===== src/rtl/wsd_pkg.sv =====
// Shared types and constants for the websocket frame deframer.
`default_nettype none
package wsd_pkg;

  // Opcodes that matter to the deframer
  localparam logic [3:0] OPC_TEXT   = 4'h1;
  localparam logic [3:0] OPC_BINARY = 4'h2;
  localparam logic [3:0] OPC_CLOSE  = 4'h8;

  // Result kinds
  localparam logic KIND_DATA  = 1'b0;
  localparam logic KIND_CLOSE = 1'b1;

  // Configuration
  localparam int unsigned ADDR_W             = 3;
  localparam logic        REG_CHUNK_LIMIT    = 1'b0;
  localparam logic [15:0] CHUNK_LIMIT_RESET  = 16'd1024;

  // Classified item handed from the parser to the delivery stage
  typedef struct packed {
    logic       kind;
    logic [7:0] data;
    logic [3:0] opcode;
    logic       last;
  } item_t;

  // Queue status seen by both sides
  typedef struct packed {
    logic full;
    logic empty;
  } q_stat_t;

endpackage
`default_nettype wire


===== src/rtl/wsd_rx_if.sv =====
// Received byte channel: valid/ready with one byte of payload.
`default_nettype none
interface wsd_rx_if;
  logic       valid;
  logic       ready;
  logic [7:0] rx_byte;

  modport source (output valid, output rx_byte, input ready);
  modport sink   (input valid, input rx_byte, output ready);
endinterface
`default_nettype wire


===== src/rtl/wsd_ev_if.sv =====
// Result channel: delivered payload bytes and the close event.
`default_nettype none
interface wsd_ev_if;
  logic       valid;
  logic       ready;
  logic       kind;
  logic [7:0] payload_byte;
  logic [3:0] frame_opcode;
  logic       chunk_end;
  logic       frame_end;

  modport source (output valid, output kind, output payload_byte, output frame_opcode,
                  output chunk_end, output frame_end, input ready);
  modport sink   (input valid, input kind, input payload_byte, input frame_opcode,
                  input chunk_end, input frame_end, output ready);
endinterface
`default_nettype wire


===== src/rtl/wsd_front.sv =====
// Frame parser: walks the header, length and key, unmasks payload, classifies bytes.
`default_nettype none
module wsd_front (
  input  wire logic            clk,
  input  wire logic            rst,
  wsd_rx_if.sink               rx,
  input  wire wsd_pkg::q_stat_t q_stat,
  output logic                 push,
  output wsd_pkg::item_t       item
);
  import wsd_pkg::*;

  localparam logic [2:0] PH_HDR1   = 3'd0;
  localparam logic [2:0] PH_HDR2   = 3'd1;
  localparam logic [2:0] PH_EXTLEN = 3'd2;
  localparam logic [2:0] PH_MASK   = 3'd3;
  localparam logic [2:0] PH_DATA   = 3'd4;

  localparam logic [6:0] LEN_EXT16 = 7'd126;
  localparam logic [6:0] LEN_EXT64 = 7'd127;

  logic [2:0]  phase, phase_next;
  logic [3:0]  cur_opcode, cur_opcode_next;
  logic        mask_on, mask_on_next;
  logic [63:0] length_left, length_left_next;
  logic [3:0]  length_bytes_left, length_bytes_left_next;
  logic [31:0] mask_key, mask_key_next;
  logic [2:0]  mask_bytes_left, mask_bytes_left_next;
  logic [1:0]  mask_phase, mask_phase_next;
  logic        closed, closed_next;

  logic        accept;
  logic        emit;
  item_t       item_c;
  logic [7:0]  b;
  logic [3:0]  lbl_dec;
  logic [2:0]  mbl_dec;
  logic [7:0]  key_byte;
  logic        last;
  logic        ld_fire, ld_mask, ld_len_zero;

  assign rx.ready = !q_stat.full;
  assign accept   = rx.valid && rx.ready;
  assign b        = rx.rx_byte;
  assign push     = accept && emit;
  assign item     = item_c;

  // Pick the key byte by payload offset modulo four
  always_comb begin
    unique case (mask_phase)
      2'd0:    key_byte = mask_key[31:24];
      2'd1:    key_byte = mask_key[23:16];
      2'd2:    key_byte = mask_key[15:8];
      default: key_byte = mask_key[7:0];
    endcase
  end

  assign lbl_dec = (length_bytes_left != 4'd0) ? length_bytes_left - 4'd1 : 4'd0;
  assign mbl_dec = (mask_bytes_left != 3'd0) ? mask_bytes_left - 3'd1 : 3'd0;
  assign last    = (length_left == 64'd1);

  // Advance the parse state for the current byte
  always_comb begin
    phase_next             = phase;
    cur_opcode_next        = cur_opcode;
    mask_on_next           = mask_on;
    length_left_next       = length_left;
    length_bytes_left_next = length_bytes_left;
    mask_key_next          = mask_key;
    mask_bytes_left_next   = mask_bytes_left;
    mask_phase_next        = mask_phase;
    closed_next            = closed;
    emit                   = 1'b0;
    item_c                 = '0;
    ld_fire                = 1'b0;
    ld_mask                = 1'b0;
    ld_len_zero            = 1'b0;

    if (!closed) begin
      unique case (phase)
        PH_HDR2: begin
          mask_on_next     = b[7];
          length_left_next = 64'd0;
          if (b[6:0] == LEN_EXT16) begin
            length_bytes_left_next = 4'd2;
            phase_next             = PH_EXTLEN;
          end else if (b[6:0] == LEN_EXT64) begin
            length_bytes_left_next = 4'd8;
            phase_next             = PH_EXTLEN;
          end else begin
            length_left_next = {57'd0, b[6:0]};
            ld_fire          = 1'b1;
            ld_mask          = b[7];
            ld_len_zero      = (b[6:0] == 7'd0);
          end
        end
        PH_EXTLEN: begin
          length_left_next       = {length_left[55:0], b};
          length_bytes_left_next = lbl_dec;
          if (lbl_dec == 4'd0) begin
            ld_fire     = 1'b1;
            ld_mask     = mask_on;
            ld_len_zero = ({length_left[55:0], b} == 64'd0);
          end
        end
        PH_MASK: begin
          mask_key_next        = {mask_key[23:0], b};
          mask_bytes_left_next = mbl_dec;
          if (mbl_dec == 3'd0) begin
            ld_fire      = 1'b1;
            ld_mask      = 1'b0;
            ld_len_zero  = (length_left == 64'd0);
            mask_on_next = 1'b1;
          end
        end
        PH_DATA: begin
          mask_phase_next  = mask_phase + 2'd1;
          length_left_next = length_left - 64'd1;
          if (last) begin
            phase_next = PH_HDR1;
          end
          if (cur_opcode == OPC_TEXT || cur_opcode == OPC_BINARY) begin
            emit          = 1'b1;
            item_c.kind   = KIND_DATA;
            item_c.data   = mask_on ? (b ^ key_byte) : b;
            item_c.opcode = cur_opcode;
            item_c.last   = last;
          end else if (last && cur_opcode == OPC_CLOSE) begin
            emit          = 1'b1;
            item_c.kind   = KIND_CLOSE;
            item_c.opcode = OPC_CLOSE;
            item_c.last   = 1'b1;
            closed_next   = 1'b1;
          end
        end
        default: begin
          cur_opcode_next = b[3:0];
          phase_next      = PH_HDR2;
        end
      endcase

      // Header and length (or key) complete: enter key or payload, or return to the header for an empty frame
      if (ld_fire) begin
        if (ld_mask) begin
          mask_bytes_left_next = 3'd4;
          mask_key_next        = 32'd0;
          phase_next           = PH_MASK;
        end else begin
          mask_phase_next = 2'd0;
          if (ld_len_zero) begin
            phase_next = PH_HDR1;
            if (cur_opcode == OPC_CLOSE) begin
              emit          = 1'b1;
              item_c.kind   = KIND_CLOSE;
              item_c.opcode = OPC_CLOSE;
              item_c.last   = 1'b1;
              closed_next   = 1'b1;
            end
          end else begin
            phase_next = PH_DATA;
          end
        end
      end
    end
  end

  // Hold state unless a byte is taken
  always_ff @(posedge clk) begin
    if (rst) begin
      phase             <= PH_HDR1;
      cur_opcode        <= 4'd0;
      mask_on           <= 1'b0;
      length_left       <= 64'd0;
      length_bytes_left <= 4'd0;
      mask_key          <= 32'd0;
      mask_bytes_left   <= 3'd0;
      mask_phase        <= 2'd0;
      closed            <= 1'b0;
    end else if (accept) begin
      phase             <= phase_next;
      cur_opcode        <= cur_opcode_next;
      mask_on           <= mask_on_next;
      length_left       <= length_left_next;
      length_bytes_left <= length_bytes_left_next;
      mask_key          <= mask_key_next;
      mask_bytes_left   <= mask_bytes_left_next;
      mask_phase        <= mask_phase_next;
      closed            <= closed_next;
    end
  end

endmodule
`default_nettype wire


===== src/rtl/wsd_queue.sv =====
// Two-entry queue between the parser and the delivery stage.
`default_nettype none
module wsd_queue (
  input  wire logic             clk,
  input  wire logic             rst,
  input  wire logic             push,
  input  wire wsd_pkg::item_t   push_item,
  input  wire logic             pop,
  output wsd_pkg::item_t        pop_item,
  output wsd_pkg::q_stat_t      q_stat
);
  import wsd_pkg::*;

  item_t      slots [2];
  logic       wr_ptr;
  logic       rd_ptr;
  logic [1:0] count;

  assign pop_item     = slots[rd_ptr];
  assign q_stat.full  = (count == 2'd2);
  assign q_stat.empty = (count == 2'd0);

  // Store pushed items
  always_ff @(posedge clk) begin
    if (push) begin
      slots[wr_ptr] <= push_item;
    end
  end

  // Advance pointers and occupancy
  always_ff @(posedge clk) begin
    if (rst) begin
      wr_ptr <= 1'b0;
      rd_ptr <= 1'b0;
      count  <= 2'd0;
    end else begin
      if (push) begin
        wr_ptr <= ~wr_ptr;
      end
      if (pop) begin
        rd_ptr <= ~rd_ptr;
      end
      unique case ({push, pop})
        2'b10:   count <= count + 2'd1;
        2'b01:   count <= count - 2'd1;
        default: count <= count;
      endcase
    end
  end

endmodule
`default_nettype wire


===== src/rtl/wsd_back.sv =====
// Delivery stage: counts chunk bytes, marks chunk ends and drives the result register.
`default_nettype none
module wsd_back (
  input  wire logic             clk,
  input  wire logic             rst,
  input  wire logic [15:0]      chunk_limit,
  input  wire wsd_pkg::q_stat_t q_stat,
  input  wire wsd_pkg::item_t   q_item,
  output logic                  pop,
  wsd_ev_if.source              ev
);
  import wsd_pkg::*;

  logic [15:0] chunk_count;
  logic [15:0] cnt_inc;
  logic        cend;
  logic        out_valid;

  assign pop      = !q_stat.empty && (!out_valid || ev.ready);
  assign cnt_inc  = chunk_count + 16'd1;
  assign cend     = q_item.last || (cnt_inc >= chunk_limit);
  assign ev.valid = out_valid;

  // Load the result register when it frees up
  always_ff @(posedge clk) begin
    if (rst) begin
      out_valid   <= 1'b0;
      chunk_count <= 16'd0;
    end else begin
      if (pop) begin
        out_valid <= 1'b1;
        if (q_item.kind == KIND_DATA) begin
          chunk_count <= cend ? 16'd0 : cnt_inc;
        end
      end else if (ev.ready) begin
        out_valid <= 1'b0;
      end
    end
  end

  always_ff @(posedge clk) begin
    if (pop) begin
      ev.kind         <= q_item.kind;
      ev.payload_byte <= q_item.data;
      ev.frame_opcode <= q_item.opcode;
      ev.frame_end    <= q_item.last;
      ev.chunk_end    <= (q_item.kind == KIND_CLOSE) ? 1'b1 : cend;
    end
  end

endmodule
`default_nettype wire


===== src/rtl/websocket_frame_deframer.sv =====
// Top level of the websocket frame deframer.
// Usage:
//   rx  : one received byte per transaction (valid/ready, rx_byte).
//   ev  : one result per transaction: a payload byte of a text or binary
//         frame (kind 0) with chunk_end and frame_end marks, or the close
//         event (kind 1) once a close frame is complete.
//   APB : chunk_limit at byte address 0 (16 bits, reset 1024); write only
//         while no byte is in flight.
// Throughput is one byte per cycle while the queue has room. A byte is
// written to the queue at the edge it is taken, then moved into the result
// register once that register is free; its result is then held on ev until
// accepted. The parser keeps all per-byte state in registers; the 64-bit
// remaining-length decrement sets the path. After a close event all
// further bytes are accepted and dropped.
// Reset (rst, synchronous) returns to the first header byte, empties the
// two-entry queue and the result register, and restores chunk_limit.
// When ev stalls, the result register holds, the queue fills, and rx
// ready drops once both queue entries are taken.
`default_nettype none
module websocket_frame_deframer (
  input  wire logic                        clk,
  input  wire logic                        rst,
  wsd_rx_if.sink                           rx,
  wsd_ev_if.source                         ev,
  input  wire logic                        psel,
  input  wire logic                        penable,
  input  wire logic                        pwrite,
  input  wire logic [wsd_pkg::ADDR_W-1:0]  paddr,
  input  wire logic [31:0]                 pwdata,
  output logic [31:0]                      prdata,
  output logic                             pready
);
  import wsd_pkg::*;

  logic        q_push;
  logic        q_pop;
  item_t       push_item;
  item_t       pop_item;
  q_stat_t     q_stat;
  logic [15:0] chunk_limit;
  logic        reg_sel;

  // Register decode
  assign pready  = 1'b1;
  assign reg_sel = (paddr[ADDR_W-1] == REG_CHUNK_LIMIT);
  assign prdata  = reg_sel ? {16'd0, chunk_limit} : 32'd0;

  always_ff @(posedge clk) begin
    if (rst) begin
      chunk_limit <= CHUNK_LIMIT_RESET;
    end else if (psel && penable && pwrite && pready && reg_sel) begin
      chunk_limit <= pwdata[15:0];
    end
  end

  wsd_front u_front (
    .clk    (clk),
    .rst    (rst),
    .rx     (rx),
    .q_stat (q_stat),
    .push   (q_push),
    .item   (push_item)
  );

  wsd_queue u_queue (
    .clk       (clk),
    .rst       (rst),
    .push      (q_push),
    .push_item (push_item),
    .pop       (q_pop),
    .pop_item  (pop_item),
    .q_stat    (q_stat)
  );

  wsd_back u_back (
    .clk         (clk),
    .rst         (rst),
    .chunk_limit (chunk_limit),
    .q_stat      (q_stat),
    .q_item      (pop_item),
    .pop         (q_pop),
    .ev          (ev)
  );

`ifndef ASSERT_OFF
  a_no_overflow: assert property (@(posedge clk) disable iff (rst)
    q_push |-> !q_stat.full)
    else $error("queue push while full");

  a_no_underflow: assert property (@(posedge clk) disable iff (rst)
    q_pop |-> !q_stat.empty)
    else $error("queue pop while empty");

  a_close_marks: assert property (@(posedge clk) disable iff (rst)
    (ev.valid && ev.kind == KIND_CLOSE) |-> (ev.chunk_end && ev.frame_end))
    else $error("close event without end marks");

  a_frame_end_chunk: assert property (@(posedge clk) disable iff (rst)
    (ev.valid && ev.frame_end) |-> ev.chunk_end)
    else $error("frame end without chunk end");
`endif

endmodule
`default_nettype wire


===== src/flat_wrapper.sv =====
// flat-port wrapper written by rule: the top's interface ports become plain ports
module websocket_frame_deframer_flat import wsd_pkg::*;
  (clk, rst, psel, penable, pwrite, paddr, pwdata, prdata, pready, rx_valid, rx_rx_byte, rx_ready, ev_valid, ev_kind, ev_payload_byte, ev_frame_opcode, ev_chunk_end, ev_frame_end, ev_ready);
  wsd_rx_if rx_i ();
  wsd_ev_if ev_i ();
  input  wire logic clk;
  input  wire logic rst;
  input  wire logic psel;
  input  wire logic penable;
  input  wire logic pwrite;
  input  wire logic [wsd_pkg::ADDR_W-1:0] paddr;
  input  wire logic [31:0] pwdata;
  output logic [31:0] prdata;
  output logic pready;
  input wire logic [$bits(rx_i.valid)-1:0] rx_valid;
  input wire logic [$bits(rx_i.rx_byte)-1:0] rx_rx_byte;
  output wire logic [$bits(rx_i.ready)-1:0] rx_ready;
  output wire logic [$bits(ev_i.valid)-1:0] ev_valid;
  output wire logic [$bits(ev_i.kind)-1:0] ev_kind;
  output wire logic [$bits(ev_i.payload_byte)-1:0] ev_payload_byte;
  output wire logic [$bits(ev_i.frame_opcode)-1:0] ev_frame_opcode;
  output wire logic [$bits(ev_i.chunk_end)-1:0] ev_chunk_end;
  output wire logic [$bits(ev_i.frame_end)-1:0] ev_frame_end;
  input wire logic [$bits(ev_i.ready)-1:0] ev_ready;
  assign rx_i.valid = rx_valid;
  assign rx_i.rx_byte = rx_rx_byte;
  assign rx_ready = rx_i.ready;
  assign ev_valid = ev_i.valid;
  assign ev_kind = ev_i.kind;
  assign ev_payload_byte = ev_i.payload_byte;
  assign ev_frame_opcode = ev_i.frame_opcode;
  assign ev_chunk_end = ev_i.chunk_end;
  assign ev_frame_end = ev_i.frame_end;
  assign ev_i.ready = ev_ready;
  websocket_frame_deframer u_core (.clk(clk), .rst(rst), .rx(rx_i), .ev(ev_i), .psel(psel), .penable(penable), .pwrite(pwrite), .paddr(paddr), .pwdata(pwdata), .prdata(prdata), .pready(pready));
endmodule

===== config.mk =====
export PLATFORM = sky130hd
export DESIGN_NAME = websocket_frame_deframer_flat
export DESIGN_NICKNAME = d
export VERILOG_FILES = /design/src/rtl/wsd_pkg.sv /design/src/rtl/wsd_rx_if.sv /design/src/rtl/wsd_ev_if.sv /design/src/rtl/wsd_front.sv /design/src/rtl/wsd_queue.sv /design/src/rtl/wsd_back.sv /design/src/rtl/websocket_frame_deframer.sv /design/src/flat_wrapper.sv
export SDC_FILE = /design/constraint.sdc
export NUM_CORES = 1
export LEC_CHECK = 0
export ABC_AREA = 1
export BUFFER_PORTS_ARGS = -buffer_cell sky130_fd_sc_hd__buf_2
export CAP_MARGIN = 40
export CELL_PAD_IN_SITES_DETAIL_PLACEMENT = 0
export CELL_PAD_IN_SITES_GLOBAL_PLACEMENT = 2
export CORE_MARGIN = 5
export CORE_UTILIZATION = 34
export DETAILED_ROUTE_END_ITERATION = 10
export HOLD_SLACK_MARGIN = 0.05
export MAX_ROUTING_LAYER = met4
export PLACE_DENSITY_LB_ADDON = 0.1
export REMOVE_ABC_BUFFERS = 1
export SYNTH_ARGS = -nofsm -noshare
export SYNTH_HDL_FRONTEND = slang
export SYNTH_SLANG_ARGS = --single-unit

===== constraint.sdc =====
create_clock -name clk -period 3.3 [get_ports clk]
set_input_delay 0.165 -clock clk [delete_from_list [all_inputs] [get_ports clk]]
set_output_delay 0.165 -clock clk [all_outputs]
set_load 0.1 [all_outputs]

==> reports/metrics.cfg <==
[outcome]
run_status=finished clean

[routing]
firstDrtPassIters=4
ant_nets=0
detailroute.wirelength.met2_um=16510
m1_wire_length_um=17580
drtIter0Drc=642
drt-wirelength-per-cell_um=16.50
route.top_layer_used=met4
via_count=10550
drc=0
via_per_inst=4.942
route.final.wire_length_um=35240
routed-wl-met3_um=818

[place]
io_buffer_count=64
dp_hpwl_um=24730
place_ws_ns=0.2829
detailed_place.area_sq_um=12140
gp_congestion=0.7970

[clock_tree]
clock_tree.buffer_depth=2
tritoncts=done
numCtsBuffers=17
cts.reportedPaths.clkPinSlew_ns=0.08
clock_insertion_delay_worst_skew_ns=0.47
numClockSinks=195
cts-root-buf=sky130_fd_sc_hd__clkbuf_16
cts.htree.levels=4

[timing]
final_report_max_slew_violation_count=0
final-setup-viol-count=0
max_freq_mhz=346.4
worst_slew_margin_rel_pct=45.36
fin_crit_share_pct=87.48
rsz0062_at_grt=no
timing_hold_violations_final=0
final.min_clock_period_ns=2.887
timing.final.ws_setup_ns=0.4130
worst-slew-pin-transition_ns=0.8187
final.setup_skew_ns=0.01842
whs_ns=0.08702
finalSetupTns_ns=0

[critical_path]
critical_path_cell_count=17
worst_ep_arrival_time_ns=3.28
critPathRequiredTime_ns=3.69
worstSetupStartpointType=register
max_stage_delay_ns=0.40
crit_family=simple AND/OR/NAND/NOR gates
worstPathBufferInverterCount=3
critPathMaxFanout=16
critical_path_class=register to register
crit_path_top_delay_cell=sky130_fd_sc_hd__dfxtp_1
kind_of_end_point_of_the_critical_path=register
r2r_cells=17
cp_cell_sequence=nand3_1 > nor3_2 > nand2_1 > nor2_2 > nand4_1 > and2_1 > ha_1 > nand2_1 > inv_1 > nand3_1 > inv_1 > a21oi_2 > nand4_2 > buf_12 > nor2_1 > nand2_1 > a21oi_1
r2r_setup_slack_ns=0.41
crit-reg2reg-launch=u_core.u_back.chunk_count[0]
worst_r2r_dst=u_core.u_back.chunk_count[7]
cp_common_cell=sky130_fd_sc_hd__nand2_1

[final_layout]
register_area_sq_um=4334
number_of_antenna_diodes=0
syn2layout_area_growth_pct=13.97
drive_above_1_share_pct=13.16
n_fill_cell=3631
final_net_count=1751
postLayoutCellArea_sq_um=13010
multi_input_area_sq_um=6081

[yosys]
synth_enable_flop_cells=43
synth.largest_area_cell=sky130_fd_sc_hd__dfxtp_1
synth_cells=1609
mappedNetlistArea_sq_um=11410
yosysWarnings=0
netlist.area_leader.share_pct=26.66
synthesis.area_per_instance_sq_um=7.094
yosysSeqAreaShare_pct=37.97
synth_most_common_cell=sky130_fd_sc_hd__nand2_1
post_synth_main_area_contributors=sky130_fd_sc_hd__dfxtp_1, sky130_fd_sc_hd__edfxtp_1, sky130_fd_sc_hd__nand2_1, sky130_fd_sc_hd__nor2_1, sky130_fd_sc_hd__a21oi_1
synth_cell_type_count=55
synthFlopType=sky130_fd_sc_hd__dfxtp_1
synth_async_sr_flop_share_pct=0
yosys-top-cells-count=sky130_fd_sc_hd__nand2_1, sky130_fd_sc_hd__nor2_1, sky130_fd_sc_hd__a21oi_1, sky130_fd_sc_hd__dfxtp_1, sky130_fd_sc_hd__inv_1
synth_seq_cells=195

[global_routing]
maximum_number_of_pins_on_one_net_before_global_route_repair=84
grt_first_pass_wirelength_um=56760
grt_antenna_before_repair=0
grt-ovfl-total=0
track_usage_pct=19.21
grt_pass1_vias=10240

[die]
floorplan.die.width_um=193.2
fp-row-count=67
core-area_sq_um=33360
ios=100
area_of_the_die_sq_um=37330
chipHeight_um=193.2
initial_cell_density_of_the_core_pct=34.21

[job]
max-cap-violations=0

[worst_hold_path]
timing.hold.worst.start=pwrite
holdCritPathClass=primary input to register
hold_end=u_core.chunk_limit[10]
number_of_stages_on_the_worst_hold_path=3

[power]
power.static_leakage_nw=5.465
power.total_mw=14.11
cellPowerDensity_nw_per_um2=1085
peakVddDrop_uv=455.4

-- through the flow --
stage	std cells	utilization (%)
detailed placement	2081	36.37
finish	2135	38.99
global placement	2081	36.37
global route	2135	38.99
floorplan	1548	-
CTS	2134	38.94
-- power by group --
part / leakage [nW] / internal, mW / switching (mW)
sequential: 1.66 / 3.03 / 0.683
combinational: 3.50 / 2.17 / 5.93
clock: 0.310 / 1.08 / 1.22
-- cell families (layout without fill, tap and decap cells) --
family | count (synthesis) | in the layout | share of synthesized area [%]
adder cells (fa/ha/maj) | 27 | 27 | 2.960
other | 2 | 19 | 0.06580
flip-flops | 195 | 195 | 37.97
buffers and inverters | 252 | 313 | 9.428
AO/OA/AOI/OAI | 365 | 365 | 18.42
XOR/XNOR | 16 | 16 | 1.228
AND/OR/NAND/NOR | 752 | 752 | 29.93
-- per-layer routing --
metal	GRT usage (%)	vias to the layer above
met2	30.67	127
met3	2.800	23
met1	26.29	4910
li1	-	5491
met4	3.672	0
met5	-	-
-- worst max path at each step --
stage,to,slack [ns],from
2_1_floorplan,u_core.u_front.length_left[1],0.15,u_core.u_queue.count[0]
3_3_place_gp,u_core.u_back.chunk_count[13],0.33,u_core.u_back.chunk_count[0]
5_1_grt,u_core.u_back.chunk_count[5],0.05,u_core.u_back.chunk_count[0]
6_report,u_core.u_back.chunk_count[7],0.41,u_core.u_back.chunk_count[0]
3_5_place_dp,u_core.u_back.chunk_count[1],0.28,u_core.u_back.chunk_count[0]
4_1_cts,u_core.u_back.chunk_count[13],0.26,u_core.u_back.chunk_count[0]
-- area by class of cell --
type / count / share of cell area, %
flip-flops and latches: 195 / 33.32
inverters: 174 / 5.021
repair buffers: 107 / 5.637
clock buffers: 17 / 3.270
clock inverters: 15 / 1.693
multi-input cells: 1179 / 46.75
well taps: 448 / 4.309
-- worst min-delay path: cells and delay by family --
kind,cells,cell delay [ns]
compound gates,1,0.08
buf+inv,1,0.07
simple gates,1,0.18
-- placed cells by master, fill, tap and decap left out, types with 33 or more instances in the layout --
master                     count
sky130_fd_sc_hd__nand2_1     264
sky130_fd_sc_hd__nor2_1      247
sky130_fd_sc_hd__a21oi_1     172
sky130_fd_sc_hd__dfxtp_1     152
sky130_fd_sc_hd__inv_1       149
sky130_fd_sc_hd__o21ai_0     113
sky130_fd_sc_hd__nand3_1     112
sky130_fd_sc_hd__buf_2        64
sky130_fd_sc_hd__edfxtp_1     43
sky130_fd_sc_hd__a211oi_1     33
-- flip-flops by register name (all words and copies together), names as in the netlist, 4 cells and up, named ones only --
name                              count
u_core.u_front.length_left           64
u_core.u_front.mask_key              32
u_core.u_queue.slots                 28
u_core.chunk_limit                   16
u_core.u_back.chunk_count            16
u_core.u_back.ev.payload_byte         8
u_core.u_back.ev.frame_opcode         4
u_core.u_front.cur_opcode             4
u_core.u_front.length_bytes_left      4
-- repair_timing --
action,in CTS,in global routing
resized for setup,0,2
hold endpoints to repair,21,0
hold buffers,21,0
buffers inserted,0,1
setup endpoints to repair,0,13
(Power assumes the default switching activity.)
